`config.mk`:
```
export PLATFORM = sky130hd
export DESIGN_NAME = brr_div
export DESIGN_NICKNAME = d
export VERILOG_FILES = /design/src/brr_div.sv
export SDC_FILE = /design/constraint.sdc
export NUM_CORES = 1
export LEC_CHECK = 0
export BUFFER_PORTS_ARGS = -buffer_cell sky130_fd_sc_hd__clkbuf_2
export CORE_UTILIZATION = 58
export DETAILED_ROUTE_END_ITERATION = 8
export PLACE_DENSITY = 0.86
export SLEW_MARGIN = 15
export SYNTH_ARGS = -nofsm -noshare
export SYNTH_HDL_FRONTEND = slang
export SYNTH_SLANG_ARGS = --single-unit
```
`constraint.sdc`:
```
create_clock -name clk_i -period 6.2 [get_ports clk_i]
set_input_delay 0.31 -clock clk_i [delete_from_list [all_inputs] [get_ports clk_i]]
set_output_delay 0.31 -clock clk_i [all_outputs]
set_load 0.005 [all_outputs]
```
`src/brr_div.sv`:
```
// Restoring divider, one quotient bit per cycle.
module brr_div #(
  parameter int DW = 37,
  parameter int VW = 14
) (
  input  logic          clk_i,
  input  logic          rst_ni,
  input  logic          start_i,
  input  logic [DW-1:0] dividend_i,
  input  logic [VW-1:0] divisor_i,
  output logic          done_o,
  output logic [DW-1:0] quotient_o
);

  localparam int CW = $clog2(DW + 1);

  logic          busy_q, busy_d;
  logic          done_q, done_d;
  logic [CW-1:0] cnt_q, cnt_d;
  logic [VW-1:0] rem_q, rem_d;
  logic [DW-1:0] quo_q, quo_d;
  logic [VW-1:0] div_q, div_d;
  logic [VW:0]   trial;

  always_comb begin
    busy_d = busy_q;
    done_d = 1'b0;
    cnt_d  = cnt_q;
    rem_d  = rem_q;
    quo_d  = quo_q;
    div_d  = div_q;
    trial  = {rem_q, quo_q[DW-1]};
    if (start_i) begin
      busy_d = 1'b1;
      cnt_d  = '0;
      rem_d  = '0;
      quo_d  = dividend_i;
      div_d  = divisor_i;
    end else if (busy_q) begin
      if (trial >= {1'b0, div_q}) begin
        rem_d = VW'(trial - {1'b0, div_q});
        quo_d = {quo_q[DW-2:0], 1'b1};
      end else begin
        rem_d = trial[VW-1:0];
        quo_d = {quo_q[DW-2:0], 1'b0};
      end
      cnt_d = cnt_q + 1'b1;
      if (cnt_q == CW'(DW - 1)) begin
        busy_d = 1'b0;
        done_d = 1'b1;
      end
    end
  end

  always_ff @(posedge clk_i or negedge rst_ni) begin
    if (!rst_ni) begin
      busy_q <= 1'b0;
      done_q <= 1'b0;
      cnt_q  <= '0;
    end else begin
      busy_q <= busy_d;
      done_q <= done_d;
      cnt_q  <= cnt_d;
    end
  end

  always_ff @(posedge clk_i) begin
    rem_q <= rem_d;
    quo_q <= quo_d;
    div_q <= div_d;
  end

  assign done_o     = done_q;
  assign quotient_o = quo_q;

endmodule

```
==> results.ini <==
[sta]
worst_pin_slew_ns=0.8445
hold_ws_ns=0.1425
relSlewSlack_pct=43.70
post-route-period-util_pct=42.06
clock.fmax_mhz=383.5
grt_setup_unrepaired=false
setup_violations=0
finClkSkew_ns=0.009652
min_period_ns=2.607
tns_ns=0
finalHoldViolations=0
slew_violations=0

[worst_setup_path]
r2r-end=rem_q[10]
cp_data_arrival_time_ns=2.84
start_kind=register
reg2regPathDepth=11
rrSetupSlack_ns=3.59
cp_max_fo=3
reg2reg_from=quotient_o[36]
startpoint=quotient_o[36]
cpPeakStageDelay_ns=0.50
worstSetupEndpoint=rem_q[10]
worstSetupEndpointType=register
critPathKind=reg -> reg
required_ns=6.43
cp_cell_sequence=inv_1 > ha_1 > inv_1 > fa_1 > nand3_1 > a21oi_1 > a2111oi_2 > o21bai_1 > a21oi_1 > xnor2_1 > a31o_1
critPathSlowestCell=a2111oi_2

[global_routing]
grt_pass1_vias=2587
use_met3_pct=6.593
grt.busiest_layer=met2
grt_max_degree=75
antenna_found_initial=0
gr-usage-met2_pct=40.41
grt_use_total_pct=24.11
grt_util_met1_pct=29.03
grt-ovfl-total=0
grt_pass1_wl_um=11990

[yosys]
synth_fp_nets=374
ys_ff_latch=73
synth_cells=302
syn_area_mm2=0.003754
syn_avg_cell_area_um2=12.43
ys_types=51
synth_edf_count=51
async_reset_ff_share_pct=10.96
netlist.area_leader.share_pct=40.80
synth-seq-area-share_pct=53.60
synth_flop_cell=edfxtp_1
yosys.area.top_type=edfxtp_1
ys_top_cells_by_area=edfxtp_1 41%, mux2_2 11%, dfxtp_1 7.5%
yosysWarnings=0

[die]
initial_core_util_pct=61.58
core_area_mm2=0.006096
chipWidth_um=82.45
dieArea_mm2=0.006797
io-pin-count=92
num_rows=28
dieHeight_um=82.45

[finish]
nNetsFinal=467
final_common_cell=clkbuf_2
layout_common_cells=91 x clkbuf_2, 51 x edfxtp_1, 37 x mux2_2
area_growth_pct=19.13
fin_util_pct=73.36
drive_above_1_share_pct=39.00
design_area_mm2=0.004472
n_fill_cell=433
final_cells=475
antenna-diode-count=0

[clock_tree]
cts.sinks=73
clock_latency_ns=0.34
htree_levels=3
clock_path_buffers=2
cts_setup_buffers=0
post_cts_resized=0
cts_root_buffer=clkbuf_8
clk_pin_slew_ns=0.08
cts_tree=yes
numCtsBuffers=9

[place]
placed_cell_area_mm2=0.004267
gp_congestion=0.9177
port_buffers=91
dp.cells=458
dp_hpwl_um=5350

[route]
drtIter0Drc=121
drc=0
drtPass1Iterations=4
wirelength_um=7495
wire_per_inst_um=15.78
via_count=2675
ant_nets=0
viasPerCell=5.632

[pwr]
power_density_mw_per_mm2=348.9
p_leak_nw=1.984
sw_frac_of_total_pct=32.63
internal_power_w=0.001051
power_frac_comb_pct=34.4
p_sw_w=0.0005091
p_seq_share_pct=42.1
vdd_drop_max_mv=0.2666
clockPowerShare_pct=23.5

[run]
drv_cap=0

[hold_path]
hp-class=in -> reg

[status]
outcome=finished, final reports clean

-- Yosys cell counts (8+ instances only) --
cell type	n
inv_1	20
ha_1	17
nor2_1	19
clkbuf_1	8
edfxtp_1	51
mux2i_1	10
xor2_1	8
mux2_2	37
dfxtp_1	14
nand2_1	17
dfrtp_1	8
a21oi_1	12
-- worst max-delay path, delay by kind of cell (launching register included) --
family,cells,cell delay [ns]
flops,1,0.41
buf+inv,2,0.15
fa+ha+maj,2,0.56
compound gates,5,1.15
simple gates,1,0.14
xor+xnor,1,0.10
-- worst min path at each step --
stage	startpoint	depth (start not counted)	endpoint	slack [ns]
2_1_floorplan	rst_ni	0	busy_q	0.01
3_3_place_gp	rst_ni	1	done_o	0.16
3_5_place_dp	rst_ni	1	done_o	0.17
4_1_cts	divisor_i[9]	1	div_q[9]	0.13
5_1_grt	divisor_i[6]	1	div_q[6]	0.13
6_report	divisor_i[6]	1	div_q[6]	0.14
-- per-stage QoR --
step	power, W	setup slack (ns)
after global routing	0.001651	3.463
after detailed placement	0.001193	3.673
after global placement	0.001169	3.766
final	0.001560	3.593
after CTS	0.001564	3.629
after floorplan	0.001068	3.871
-- metal layers --
| metal | vias up | wire (um) |
|---|---|---|
| met3 | 15 | 387 |
| li1 | 1295 | - |
| met2 | 79 | 3708 |
| met1 | 1286 | 3254 |
| met4 | 0 | 144 |
| met5 | - | 0 |
-- cell type report --
| class | count | area (um2) | share of cell area (%) |
|---|---|---|---|
| Clock buffer | 11 | 141.4 | 3.162 |
| Clock inverter | 5 | 53.80 | 1.203 |
| Multi-Input combinational cell | 196 | 1608 | 35.95 |
| Timing Repair Buffer | 95 | 488.0 | 10.91 |
| Sequential cell | 73 | 2012 | 44.99 |
| Tap cell | 75 | 93.84 | 2.098 |
| Inverter | 20 | 75.07 | 1.679 |
-- state kept, by name, summed over array words and instances (netlist names) --
signal and count:
rem_q 14, done_o 1, quotient_o 37, cnt_q 6
busy_q 1, div_q 14
-- power groups by stage --
| stage | registers, W | clock network [W] | logic (W) |
|---|---|---|---|
| 2_1_floorplan | 0.000656 | 0 | 0.000412 |
| 3_3_place_gp | 0.000662 | 0 | 0.000507 |
| 3_5_place_dp | 0.000665 | 0 | 0.000528 |
| 4_1_cts | 0.000656 | 0.000374 | 0.000534 |
| 5_1_grt | 0.000667 | 0.000395 | 0.000589 |
| 6_report | 0.000657 | 0.000367 | 0.000537 |
-- cells by family after synthesis --
kind of cell    Yosys count  share of synthesized area [%]
compound gates           52                          10.23
xor+xnor                 14                          3.267
fa+ha+maj                18                          6.200
buf+inv                  33                          3.567
flops                    73                          53.60
mux                      47                          13.77
simple gates             65                          9.367
-- what timing repair did --
| action | 4_1_cts | 5_1_grt |
|---|---|---|
| endpoints found under the setup margin | 0 | 0 |
| hold buffers | 1 | 0 |
| hold endpoints to repair | 8 | 0 |
(Power assumes the default switching activity.)
